--- src/hw/rtl/dsfp_pkg.sv ---
// Shared types and constants for the distance sensor frame parser.
package dsfp_pkg;

    localparam logic       OP_BYTE       = 1'b0;
    localparam logic       OP_TICK       = 1'b1;

    localparam logic [7:0] HEADER_BYTE   = 8'hFF;
    localparam logic [15:0] TIMEOUT_RESET = 16'd100;

    localparam logic [1:0] ST_OK         = 2'd0;
    localparam logic [1:0] ST_BAD_SUM    = 2'd1;
    localparam logic [1:0] ST_TIMEOUT    = 2'd2;

    typedef enum logic [1:0] {
        PH_HUNT = 2'd0,
        PH_HIGH = 2'd1,
        PH_LOW  = 2'd2,
        PH_SUM  = 2'd3
    } phase_t;

    typedef struct packed {
        logic       opcode;
        logic [7:0] rx_byte;
    } dsfp_in_t;

    typedef struct packed {
        logic [1:0]  status;
        logic [15:0] distance;
    } dsfp_out_t;

    typedef struct packed {
        logic      valid;
        dsfp_out_t data;
    } dsfp_res_t;

endpackage

--- src/hw/rtl/distance_sensor_frame_parser_unit.sv ---
// Distance sensor frame parser top level: handshakes, timeout register and result register.
// Each request is either a received UART byte or one timer tick, and the parser takes one
// request per clock cycle. A frame is 0xFF, high byte, low byte, sum byte; a good sum gives
// the distance, a bad sum or an expired inter-byte timeout gives an error result. Results
// leave from a register in the cycle after the request that closed the frame. s_ready falls
// only while that result register holds a result that m_ready has not taken; otherwise a
// new request is taken every cycle. timeout_ticks (reset 100) reloads on header/data bytes.
module distance_sensor_frame_parser_unit
    import dsfp_pkg::*;
(
    input  logic        aclk,
    input  logic        aresetn,
    input  logic        s_valid,
    output logic        s_ready,
    input  dsfp_in_t    s_data,
    output logic        m_valid,
    input  logic        m_ready,
    output dsfp_out_t   m_data,
    input  logic        cfg_wr_en,
    input  logic [15:0] cfg_wr_data
);

    logic        accept;
    logic [15:0] timeout_reg;
    logic        m_valid_reg, m_valid_next;
    dsfp_out_t   m_data_reg, m_data_next;
    dsfp_res_t   res;

    assign s_ready = !m_valid_reg || m_ready;
    assign accept  = s_valid && s_ready;
    assign m_valid = m_valid_reg;
    assign m_data  = m_data_reg;

    dsfp_parser u_parser (
        .aclk          (aclk),
        .aresetn       (aresetn),
        .accept        (accept),
        .item          (s_data),
        .timeout_ticks (timeout_reg),
        .res           (res)
    );

    always_comb begin
        m_valid_next = m_valid_reg;
        m_data_next  = m_data_reg;
        if (m_valid_reg && m_ready) begin
            m_valid_next = 1'b0;
        end
        if (res.valid) begin
            m_valid_next = 1'b1;
            m_data_next  = res.data;
        end
    end

    always_ff @(posedge aclk) begin
        if (!aresetn) begin
            timeout_reg <= TIMEOUT_RESET;
            m_valid_reg <= 1'b0;
        end else begin
            if (cfg_wr_en) begin
                timeout_reg <= cfg_wr_data;
            end
            m_valid_reg <= m_valid_next;
        end
    end

    always_ff @(posedge aclk) begin
        m_data_reg <= m_data_next;
    end

    a_stall_blocks_input: assert property (@(posedge aclk) disable iff (!aresetn)
        (m_valid_reg && !m_ready) |-> !s_ready)
        else $error("request taken while result register is stalled");

    a_res_loads_output: assert property (@(posedge aclk) disable iff (!aresetn)
        res.valid |=> (m_valid_reg && m_data_reg == $past(res.data)))
        else $error("result not loaded into output register");

    a_stalled_result_holds: assert property (@(posedge aclk) disable iff (!aresetn)
        (m_valid_reg && !m_ready) |=> (m_valid_reg && $stable(m_data_reg)))
        else $error("stalled result changed before it was taken");

endmodule

--- src/hw/rtl/dsfp_parser.sv ---
// Frame state machine: header hunt, data bytes, checksum and inter-byte timeout.
module dsfp_parser
    import dsfp_pkg::*;
(
    input  logic        aclk,
    input  logic        aresetn,
    input  logic        accept,
    input  dsfp_in_t    item,
    input  logic [15:0] timeout_ticks,
    output dsfp_res_t   res
);

    phase_t      phase_reg, phase_next;
    logic [7:0]  high_reg, high_next;
    logic [7:0]  low_reg, low_next;
    logic [15:0] ticks_reg, ticks_next;
    logic [7:0]  sum;

    assign sum = HEADER_BYTE + high_reg + low_reg;

    always_ff @(posedge aclk) begin
        if (!aresetn) begin
            phase_reg <= PH_HUNT;
            high_reg  <= '0;
            low_reg   <= '0;
            ticks_reg <= '0;
        end else begin
            phase_reg <= phase_next;
            high_reg  <= high_next;
            low_reg   <= low_next;
            ticks_reg <= ticks_next;
        end
    end

    always_comb begin
        phase_next        = phase_reg;
        high_next         = high_reg;
        low_next          = low_reg;
        ticks_next        = ticks_reg;
        res.valid         = 1'b0;
        res.data.status   = ST_OK;
        res.data.distance = '0;
        if (accept) begin
            if (item.opcode == OP_TICK) begin
                if (phase_reg != PH_HUNT) begin
                    if (ticks_reg <= 16'd1) begin
                        ticks_next      = '0;
                        phase_next      = PH_HUNT;
                        res.valid       = 1'b1;
                        res.data.status = ST_TIMEOUT;
                    end else begin
                        ticks_next = ticks_reg - 16'd1;
                    end
                end
            end else begin
                unique case (phase_reg)
                    PH_HUNT: begin
                        if (item.rx_byte == HEADER_BYTE) begin
                            high_next  = '0;
                            low_next   = '0;
                            phase_next = PH_HIGH;
                            ticks_next = timeout_ticks;
                        end
                    end
                    PH_HIGH: begin
                        high_next  = item.rx_byte;
                        phase_next = PH_LOW;
                        ticks_next = timeout_ticks;
                    end
                    PH_LOW: begin
                        low_next   = item.rx_byte;
                        phase_next = PH_SUM;
                        ticks_next = timeout_ticks;
                    end
                    PH_SUM: begin
                        phase_next = PH_HUNT;
                        ticks_next = '0;
                        res.valid  = 1'b1;
                        if (sum == item.rx_byte) begin
                            res.data.status   = ST_OK;
                            res.data.distance = {high_reg, low_reg};
                        end else begin
                            res.data.status = ST_BAD_SUM;
                        end
                    end
                    default: begin
                        phase_next = PH_HUNT;
                    end
                endcase
            end
        end
    end

    a_res_needs_accept: assert property (@(posedge aclk) disable iff (!aresetn)
        res.valid |-> accept)
        else $error("result without accepted request");

    a_hunt_tick_silent: assert property (@(posedge aclk) disable iff (!aresetn)
        (accept && item.opcode == OP_TICK && phase_reg == PH_HUNT) |-> !res.valid)
        else $error("tick while hunting produced a result");

    a_res_returns_hunt: assert property (@(posedge aclk) disable iff (!aresetn)
        res.valid |=> (phase_reg == PH_HUNT && ticks_reg == 16'd0))
        else $error("parser did not return to header hunt after a result");

endmodule
--- config.mk ---
export PLATFORM = sky130hd
export DESIGN_NAME = distance_sensor_frame_parser_unit
export DESIGN_NICKNAME = d
export VERILOG_FILES = /design/src/hw/rtl/dsfp_pkg.sv /design/src/hw/rtl/distance_sensor_frame_parser_unit.sv /design/src/hw/rtl/dsfp_parser.sv
export SDC_FILE = /design/constraint.sdc
export NUM_CORES = 1
export LEC_CHECK = 0
export ABC_AREA = 0
export BUFFER_PORTS_ARGS = -buffer_cell sky130_fd_sc_hd__buf_2
export CAP_MARGIN = 10
export CELL_PAD_IN_SITES_DETAIL_PLACEMENT = 2
export CELL_PAD_IN_SITES_GLOBAL_PLACEMENT = 2
export CORE_MARGIN = 5
export CORE_UTILIZATION = 36
export CTS_CLUSTER_DIAMETER = 50
export DETAILED_ROUTE_END_ITERATION = 6
export PLACE_DENSITY_LB_ADDON = 0.2
export SYNTH_ARGS = -nofsm -noshare
export SYNTH_HDL_FRONTEND = slang
export SYNTH_HIERARCHICAL = 1
export SYNTH_SLANG_ARGS = --single-unit
export TNS_END_PERCENT = 50
--- constraint.sdc ---
create_clock -name aclk -period 3.2 [get_ports aclk]
set_input_delay 0.48 -clock aclk [delete_from_list [all_inputs] [get_ports aclk]]
set_output_delay 0.48 -clock aclk [all_outputs]
set_load 0.02 [all_outputs]
### Word level (Yosys, flattened, before mapping)

Index checks and enable logic that the tools add are counted.

* output and inout bits: 20
* register bits after elaboration: 69
* word-level logic and storage cells: 63
* input bits: 30

* $lt $le $gt $ge: 1
* reductions and logical operators: 15
* $add $sub $neg: 3
* bitwise gates (word level): 4
* equality and inequality tests: 9
* muxes and demuxes: 23

Operators by type and width (count)
* two-way mux 16 bit: 6
* case mux 16 bit (3 select lines): 1
* two-way mux 19 bit: 2
* case mux 8 bit (2 select lines): 2
* <= comparator 16 x 1 -> 1 bit, second input constant: 1
* subtractor 16 x 1 -> 16 bit, second input constant: 1
* AND reduction 4 bit: 3
* two-way mux 3 bit: 3
* adder 8 bit: 1
* adder 8 bit, first input constant: 1
* == test 8 bit: 1
* == test 8 bit, second input constant: 1
* two-way mux 2 bit: 4
* two-way mux 8 bit: 1
* case mux 2 bit (4 select lines): 1
* nonzero test 2 bit: 4
* inequality test 2 x 1 -> 1 bit, second input constant: 3
* == test 2 bit, second input constant: 2
* NOT 1 bit: 4
* OR reduction 4 bit: 1
* two-way mux 1 bit: 3
* inequality test 3 x 2 -> 1 bit, second input constant: 1
* AND reduction 3 bit: 1
* == test 2 x 1 -> 1 bit, second input constant: 1
* other kinds (5): 6

### Logic depth before layout (Yosys ltp)

Gate-level depths: netlist of run 1.

* word-level depth: 8
* depth in mapped cells: 11
* mapped depth without buffers: 10

### By module

Netlist of run 1, hierarchy kept.

By module, submodules not included
* dsfp_parser: cells an instance 315, times used 1, area each 2478.6 µm², sequential area each 680.7 µm²
* distance_sensor_frame_parser_unit: cells an instance 74, times used 1, area each 1192.4 µm², sequential area each 880.8 µm²

### Worst setup path after synthesis of run 1

No wires, ideal clock.

* path kind: reg-to-reg
* start: register u_parser.high_reg[1]
* end: register m_data_reg (netlist bit m_data[16]) (data pin)
* cell stages (with the launch flop): 12
* clock period less this slack: 2897 ps
* data arrival time: 2627 ps
* required time: 2930 ps
* path slack: 303 ps
* buffers on the path: 1
* setup time: 270 ps
* cell sequence: dfxtp_1 -> inv_1 -> ha_1 -> inv_1 -> ha_1 -> fa_1 -> xor2_1 -> nor3_1 -> nand4_1 -> nor4_1 -> clkbuf_1 -> a21boi_0

* word-level cells in the longest chain between the ends: 6

RTL lines
* start, declared: line dsfp_parser.sv:14 `logic [7:0] high_reg, high_next;`
* start signal, assigned: line dsfp_parser.sv:29 `high_reg <= high_next;`
* adder 8 bit (2 in a row): line dsfp_parser.sv:19 `assign sum = HEADER_BYTE + high_reg + low_reg;`
* == test 8 bit: line dsfp_parser.sv:79 `if (sum == item.rx_byte) begin`
* two-way mux 1 bit: line dsfp_parser.sv:79
* two-way mux 19 bit: line dsfp_parser.sv:56 `unique case (phase_reg)`
* two-way mux 3 bit: line dsfp_parser.sv:44 `if (item.opcode == OP_TICK) begin`
* end signal, assigned: line distance_sensor_frame_parser_unit.sv:68 `m_data_reg <= m_data_next;`
* end, declared: line distance_sensor_frame_parser_unit.sv:26 `dsfp_out_t m_data_reg, m_data_next;`

No other way between the ends.
A chain may end at the register's enable or synchronous reset.

### Final worst setup path of run 1

* start: register u_parser.low_reg[1]
* end: register m_data_reg (netlist bit m_data[14]) (data pin)

* word-level cells in the longest chain between the ends: 4

RTL lines
* start, declared: line dsfp_parser.sv:15 `logic [7:0] low_reg, low_next;`
* start signal, assigned: line dsfp_parser.sv:30 `low_reg <= low_next;`
* adder 8 bit: line dsfp_parser.sv:19
* == test 8 bit: line dsfp_parser.sv:79
* NOT 1 bit (no source line)
* OR reduction 4 bit (no source line)

No other way between the ends.

==> metrics, run 1 <==
WP data arrival about 3.1 ns; crit path cell chain inv_1 -> ha_1 -> inv_1 -> ha_1 -> fa_1 -> and3_1 -> o21ai_0 -> nand4_1 -> nor4_1 -> buf_4 -> and4_1; Tcrit/Tclk final 0.893; hold-fix buffers at CTS 0; Vias per Instance 5.39; Crit Path Category flip-flop to flip-flop; fmax 0.350 GHz; status complete, no violations; routed wire length 10,700 um; Power Total 1.73 mW; Floorplan Core Area approximately 10000 um2; grt ovf 0; sequential share of the synthesized area 0.425; register area 1560 um2; vias post-DR 3,111; Worst path top cell family by delay simple AND/OR/NAND/NOR gates; Layout fillers between 1,000 and 1,500; detailed-route DRC error count 0; Area Overhead vs Synth 14.9%; Main synth FF type dfxtp_1; Post-Synth XOR/XNOR Area 0.0310; Root Buffer clkbuf_8; Final Hold Viols 0; hold path depth 3; Worst Hold Class input port to flip-flop; Site Rows 36; share of layout cells above drive strength 1 0.171; Synth Area in Compound Gates 0.168; hpwl dp 8140 um; post-cts resize count 0; Max Cap Violations 0; Port Buffers 49; die width 111 um; post-synthesis cell count 389; slowest stage delay, CP 0.40 ns; multiplexer share of the synthesized area 0.0436; Stages on worst setup path 11; largest family of logic cells by synthesized area simple AND/OR/NAND/NOR gates; VDD IR max 0.000176 V; Required @ worst endpoint around 3.4 ns; # clock sinks 69; Post-synth EDFFs 18; RSZ-0062 raised after global routing false; Yosys reg bits 69; Clock transition at path regs ~0.080 ns; antenna violations before repair 0; Clk Latency, worst-skew pair ~0.34 ns; Yosys cell types 53; vias in the first global route approximately 3,400; largest net degree at the start of global routing 29; Ports 50; R2R depth 11; adder-cell share of the synthesized area 0.0736; Fin Setup TNS 0 ns; Largest register FFs 18; antenna-violating nets left 0; H-tree Lvls 3; area of the multi-input gates ~1900 um2; Syn Area/Cell 9.44 um2; placed instance area roughly 4000 um2; total track usage 0.176; syn nets between 400 and 500; Cell Pwr Density 410 nW/um2; GPL Wtd Cong between 0.7 and 0.8; Syn. warnings 6; Num CTS Buffers 9; Max Slew Vio Count 0; drt pass-1 iters 4; first-pass GRT wire length 17,600 um; Min Hold Slack 0.355 ns; Setup Skew 0.00647 ns; fin util 0.428; Die H 111 um; asr flop ratio synth 0; Worst path slowest cell fa_1; Simple-Gate Fraction of Synth Area 0.194; Post-Syn Area around 3700 um2; CTS tree built; Die Area 12,300 um2; buffers plus inverters on the worst setup path 3; fin nets 490; Inserted Diodes 0; setup violators final 0; worst-path fanout max 17; P_leak 1.70 nW; buffer count from post-CTS setup fixing 0; Worst Setup End Kind flip-flop; Starting Density 0.372; Clock Tree Buf Depth 2; DR WL/cell 18.5 um; post-route cell area 4220 um2; Worst-Margin Slew 1.02 ns; Starting DRT DRC Count 49; commonest non-fill, non-tap cell in the layout dfxtp_1; startpoint type of the worst setup path flip-flop; normalized max-slew margin 0.321; most frequent cells in the layout dfxtp_1, buf_2, inv_1, nand2_1, nor2_1; Final min period 2.86 ns
## per-layer routing
layer	track usage	routed length, um	vias to the layer above
li1	-	-	1503
met1	0.210	4750	1546
met2	0.321	5500	53
met3	0.0278	270	9
met4	0.0525	133	0
met5	0	0	-
## cells in the mapped netlist (9+ instances only)
master    instances  area, um2
edfxtp_1         18        541
ha_1             20        250
mux2i_1          16        160
nor2_1           21       78.8
clkbuf_1         13       48.8
a21oi_1          20        100
a22oi_1          19        143
o21ai_0          17       85.1
and4_1           16        140
inv_1            33        124
nand2_1          29        109
dfxtp_1          51       1020
nor2b_1          14       87.6
and2_1            9       56.3
## report_power, final
part / switching (mW) / internal (mW) / total (mW)
combinational: 0.0742 / 0.0476 / 0.122
clock: 0.334 / 0.356 / 0.690
sequential: 0.00835 / 0.910 / 0.918
total: 0.417 / 1.31 / 1.73
## final timing paths
path | from | to | slack, ns
hold reg to reg | u_parser/ticks_reg[7] | u_parser/ticks_reg[7] | 0.50
setup reg to reg | u_parser/low_reg[1] | m_data[14] | 0.34
setup / recovery | u_parser/low_reg[1] | m_data[14] | 0.34
hold / removal | cfg_wr_data[5] | timeout_reg[5] | 0.36
## cells by family (layout without fill, tap and decap cells)
family	after synthesis	in the layout
AND/OR/NAND/NOR	124	124
AO/OA/AOI/OAI	94	94
flip-flops	69	69
buffers and inverters	52	107
adder cells (fa/ha/maj)	21	21
multiplexers	16	16
XOR/XNOR	13	13
## cell type report
cell class | instances | area share
inverters | 34 | 0.0303
flip-flops and latches | 69 | 0.370
clock inverters | 5 | 0.0122
well taps | 133 | 0.0395
multi-input cells | 268 | 0.444
clock buffers | 11 | 0.0311
repair buffers | 57 | 0.0724
## metrics by stage
step	std cells	setup WS [ns]
floorplan	389	0.303
global placement	561	0.548
detailed placement	561	0.388
CTS	577	0.363
global route	577	0.257
finish	577	0.341
## tightest hold or removal path: cells and delay by family
kind | cells | cell delay [ns]
buffers and inverters | 1 | 0.08
multiplexers | 1 | 0.06
AND/OR/NAND/NOR | 1 | 0.06
(Power assumes the default switching activity.)
==> run 2, diff against run 1 <==
- CORE_UTILIZATION: 36 -> 35
- SYNTH_HIERARCHICAL: 1 -> not set
==> metrics, run 2 <==
status complete, no violations; Tcrit/Tclk final 0.928; Worst Hold Class input port to flip-flop; Ports 50; Yosys cell types 50; Syn. warnings 0; Largest register FFs 18; Synth top area share 0.283; largest net degree at the start of global routing 38; R2R depth 11; antenna-violating nets left 0; Starting Density 0.354; grt ovf 0; drt pass-1 iters 4; Worst Setup End Kind flip-flop; reg-to-reg endpoint m_data[10]; Site Rows 37; Clk Latency, worst-skew pair 0.35 ns; Required @ worst endpoint 3.34 ns; Port Buffers 49; P_leak roughly 1.7 nW; Worst path slowest cell fa_1; total track usage 0.188; Crit Path Category flip-flop to flip-flop; syn nets 441; Cell Pwr Density between 400 and 500 nW/um2; vias in the first global route 3,481; synth cell count leaders dfxtp_1, nor2_1, inv_1, a21oi_1, a22oi_1; worst-path fanout max 17; hpwl dp 8270 um; RSZ-0062 raised after global routing false; Inserted Diodes 0; Main synth FF type dfxtp_1; share of layout cells above drive strength 1 0.187; Area contributors post-synth dfxtp_1, edfxtp_1, ha_1; slowest stage delay, CP ~0.4 ns; Post-Syn Area 3600 um2; most frequent cells in the layout dfxtp_1, buf_2, nor2_1, inv_1, a21oi_1; post-route insts no fill a little under 600; Worst-Margin Slew 1.09 ns; Syn Area/Cell slightly above 9 um2; fmax 0.337 GHz; Final Hold Viols 0; Die Area about 12,000 um2; setup violators final 0; Num CTS Buffers 9; buffer count from post-CTS setup fixing 0; CTS tree built; Hold Crit Start cfg_wr_data[2]; normalized max-slew margin 0.275; hold path depth 3; most numerous cell in the Yosys netlist dfxtp_1; Fin Setup TNS 0 ns; Clock transition at path regs 0.08 ns; worst reg2reg setup slack 0.23 ns; Vias per Instance 5.49; post-synthesis cell count slightly below 400; Max Slew Vio Count 0; Starting DRT DRC Count around 160; buffers plus inverters on the worst setup path 3; placed instance area 4000 um2; first-pass GRT wire length 18,900 um; Die H 111 um; Area Overhead vs Synth 16.1%; Setup Skew 0.0128 ns; post-route cell area 4190 um2; hold-fix buffers at CTS 0; GPL Wtd Cong 0.827; RR Startpoint u_parser.high_reg[1]; Worst path top cell family by delay adder cells; Yosys reg bits 69; commonest non-fill, non-tap cell in the layout dfxtp_1; VDD IR max between 0.00015 and 0.0002 V; asr flop ratio synth 0; sequential share of the synthesized area 0.433; WP data arrival 3.11 ns; Layout fillers 1,166; antenna violations before repair 0; leading area contributor after synthesis dfxtp_1; # clock sinks 69; fin nets 489; Root Buffer clkbuf_8; routed wire length approximately 11,000 um; crit path cell chain inv_1 -> ha_1 -> inv_1 -> ha_1 -> fa_1 -> xnor3_1 -> nand4_1 -> nor3_1 -> nand4b_1 -> buf_4 -> nor4_1; Cells after DPL around 560; Floorplan Core Area 10,200 um2; DR WL/cell 19.4 um; Final min period 2.97 ns; detailed-route DRC error count 0; Post-synth EDFFs 18; startpoint type of the worst setup path flip-flop; Max Cap Violations 0; post-cts resize count 0; H-tree Lvls 3; vias post-DR 3,186; Hold Path End timeout_reg[2]; die width 111 um; Clock Tree Buf Depth 2
[run 2: cell count changes after synthesis, sizes merged, moves of 5 or more]
cell,before,now
nor2,21,39
nor2b,14,1
nor3,4,10
and2,10,5
a21oi,20,26
nor4,5,17
nand2,29,20
and4,16,0
[run 2: worst min-delay path: stages]
cell and delay (ns):
buf_2 0.08, mux2i_1 0.06, nand2_1 0.06
[run 2: kinds of logic (layout without fill, tap and decap cells)]
family | Yosys count | after routing | synth area share
buffers and inverters | 54 | 107 | 0.0587
and+or+nand+nor | 124 | 124 | 0.185
DFF | 69 | 69 | 0.433
xor gates and xnor gates | 13 | 13 | 0.0354
adders and majority gates | 20 | 20 | 0.0715
muxes | 16 | 16 | 0.0444
AOI/OAI and AO/OA | 95 | 95 | 0.172
[run 2: cell type report]
type / count / area (um2) / share of cell area
multi-input combinational: 268 / 1840 / 0.439
sequential: 69 / 1560 / 0.373
timing repair buffer: 57 / 305 / 0.0729
tap: 136 / 170 / 0.0407
clock buffer: 11 / 131 / 0.0314
inverter: 34 / 128 / 0.0305
clock inverter: 5 / 51.3 / 0.0123
[run 2: worst max path at each step]
| stage | start | endpoint | slack (ns) | depth (start not counted) |
|---|---|---|---|---|
| after detailed placement | u_parser.low_reg[1] | m_data[2] | 0.22 | 11 |
| final | u_parser.high_reg[1] | m_data[10] | 0.23 | 11 |
| after global routing | u_parser.low_reg[1] | m_data[12] | 0.03 | 11 |
| after floorplan | u_parser.low_reg[1] | m_data[14] | 0.53 | 11 |
| after CTS | u_parser.low_reg[1] | m_data[2] | 0.19 | 11 |
| after global placement | u_parser.low_reg[1] | m_data[16] | 0.29 | 11 |
[run 2: metal layers]
metal  wire [um]  track usage  up-vias
met5           0            0        -
met4         110       0.0479        0
met3         494       0.0451       12
met2        5190        0.304       63
met1        5450        0.254     1601
li1            -            -     1510
[run 2: per-stage QoR]
stage / hold WS [ns] / setup WS [ns] / utilization / total power, mW
finish: 0.357 / 0.230 / 0.411 / 1.71
global placement: 0.448 / 0.291 / 0.392 / 1.02
floorplan: 0.433 / 0.531 / - / 0.985
global route: 0.360 / 0.0339 / 0.411 / 1.78
detailed placement: 0.463 / 0.217 / 0.392 / 1.03
CTS: 0.337 / 0.189 / 0.410 / 1.73
[run 2: where the power goes]
group          leakage, nW  switching, mW  internal [mW]
clock network       0.0907          0.343          0.356
logic                 1.04         0.0608         0.0389
registers            0.604        0.00771          0.902
==> run 3, diff against run 2 <==
- CORE_UTILIZATION: 35 -> 32
- SYNTH_HIERARCHICAL: not set -> 1
- clock period: 3.2 -> 2.55 ns (I/O delays scaled with it)
==> metrics, run 3 (same netlist as run 1, synthesis figures left out) <==
status complete, no violations; Ports 50; share of layout cells above drive strength 1 0.238; Die Area approximately 14,000 um2; routed wire length approximately 11,000 um; reg-to-reg endpoint m_data[11]; fmax slightly below 0.4 GHz; total track usage 0.163; Port Buffers roughly 50; Clk Latency, worst-skew pair between 0.3 and 0.4 ns; normalized max-slew margin 0.427; placed instance area 4200 um2; fin nets ~510; # clock sinks 69; Hold Crit Start cfg_wr_data[6]; drt pass-1 iters 4; GPL Wtd Cong around 0.8; Required @ worst endpoint 2.62 ns; worst reg2reg setup slack around 0.034 ns; Fin Setup TNS 0 ns; Final min period 2.52 ns; largest net degree at the start of global routing 29; Vias per Instance 5.24; Die H around 120 um; Floorplan Core Area 11,300 um2; Crit Path Category flip-flop to flip-flop; grt ovf 0; Clock Tree Buf Depth 2; antenna violations before repair 0; setup ws final 0.0338 ns; H-tree Lvls 3; Comb pwr share 0.064; WP data arrival 2.59 ns; VDD IR max 0.000257 V; CTS tree built; Worst Setup End Kind flip-flop; P_int 1.86 mW; Clk network pwr share 0.463; sw power 0.574 mW; first-pass GRT wire length roughly 17,000 um; pre-CTS WS -0.180 ns; Switching Fraction 0.236; detailed-route DRC error count 0; Power Total 2.44 mW; Max Cap Violations 0; Worst Hold Class input port to flip-flop; DR WL/cell 17.9 um; hold-fix buffers at CTS 0; Layout fillers 1,280; worst-path fanout max 9; hold path depth 3; Starting DRT DRC Count about 110; Inserted Diodes 0; Seq pwr share 0.473; Num CTS Buffers 9; startpoint type of the worst setup path flip-flop; R2R depth 11; Hold Path End timeout_reg[6]; hpwl dp between 8000 and 9000 um; fin util 0.400; most frequent cells in the layout buf_2, dfxtp_1, nand2_1, inv_1, buf_4; RSZ-0062 raised after global routing true; Worst-Margin Slew 0.857 ns; P_leak approximately 1.8 nW; setup violators final 0; RR Startpoint u_parser/low_reg[1]; Final Hold Viols 0; vias post-DR ~3,200; Starting Density 0.324; Cell Pwr Density approximately 540 nW/um2; Tcrit/Tclk final 0.987; post-route cell area roughly 4500 um2; die width 117 um; Root Buffer clkbuf_16; vias in the first global route between 3,000 and 4,000; antenna-violating nets left 0; Largest register FFs 18; Clock transition at path regs 0.06 ns; Area Overhead vs Synth 23.3%; Max Slew Vio Count 0; Site Rows 39; Setup Skew 0.00600 ns
## run 3: critical path: stages, from the launching register on
cell and delay (ns):
dfxtp_2 0.33, inv_2 0.05, ha_4 0.25, inv_2 0.04, ha_4 0.15, fa_2 0.35, and3_4 0.20, or3_1 0.34
nand4_1 0.15, nor4_4 0.06, buf_6 0.14, and4_1 0.19
## run 3: layer usage
metal	vias up	share of wire	track usage
met2	51	0.54	0.311
met3	8	0.031	0.0262
met5	-	0	0
met4	0	0.012	0.0505
li1	1539	-	-
met1	1570	0.42	0.185
## run 3: power groups by stage
stage / Sequential, mW / Clock (mW) / Combinational (mW)
global placement: 1.18 / 0 / 0.153
floorplan: 1.18 / 0 / 0.0832
global route: 1.15 / 1.22 / 0.171
detailed placement: 1.18 / 0 / 0.158
finish: 1.15 / 1.13 / 0.156
CTS: 1.15 / 1.16 / 0.160
## run 3: stage by stage
step,instances,hold WS [ns]
4_1_cts,605,0.268
3_3_place_gp,587,0.460
5_1_grt,605,0.271
3_5_place_dp,587,0.472
6_report,605,0.273
2_1_floorplan,389,0.442
## run 3: timing repair
item                                    4_1_cts  5_1_grt
cloned                                        1        0
endpoints found under the setup margin       17       17
pin swaps                                    15        3
buffers inserted                              2        0
resized for setup                            12        1
## run 3: final cells by class
class                           instances  area, um2  area share
Clock inverter                          6       40.0     0.00884
Sequential cell                        69       1560       0.345
Timing Repair Buffer                   75        457       0.101
Clock buffer                           10        229      0.0506
Multi-Input combinational cell        268       1930       0.427
Inverter                               34        128      0.0282
Tap cell                              143        179      0.0395
## run 3: how the worst max path moves through the flow
stage / from / end / slack, ns / cells past startpoint
final: u_parser/low_reg[1] / m_data[11] / 0.03 / 11
after global routing: u_parser/low_reg[1] / m_data[10] / -0.04 / 11
after CTS: u_parser/high_reg[1] / m_data[11] / -0.06 / 11
after floorplan: u_parser/high_reg[1] / m_data[16] / -0.01 / 11
after global placement: u_parser/high_reg[1] / m_data[7] / -0.05 / 11
after detailed placement: u_parser/high_reg[1] / m_data[16] / -0.18 / 11
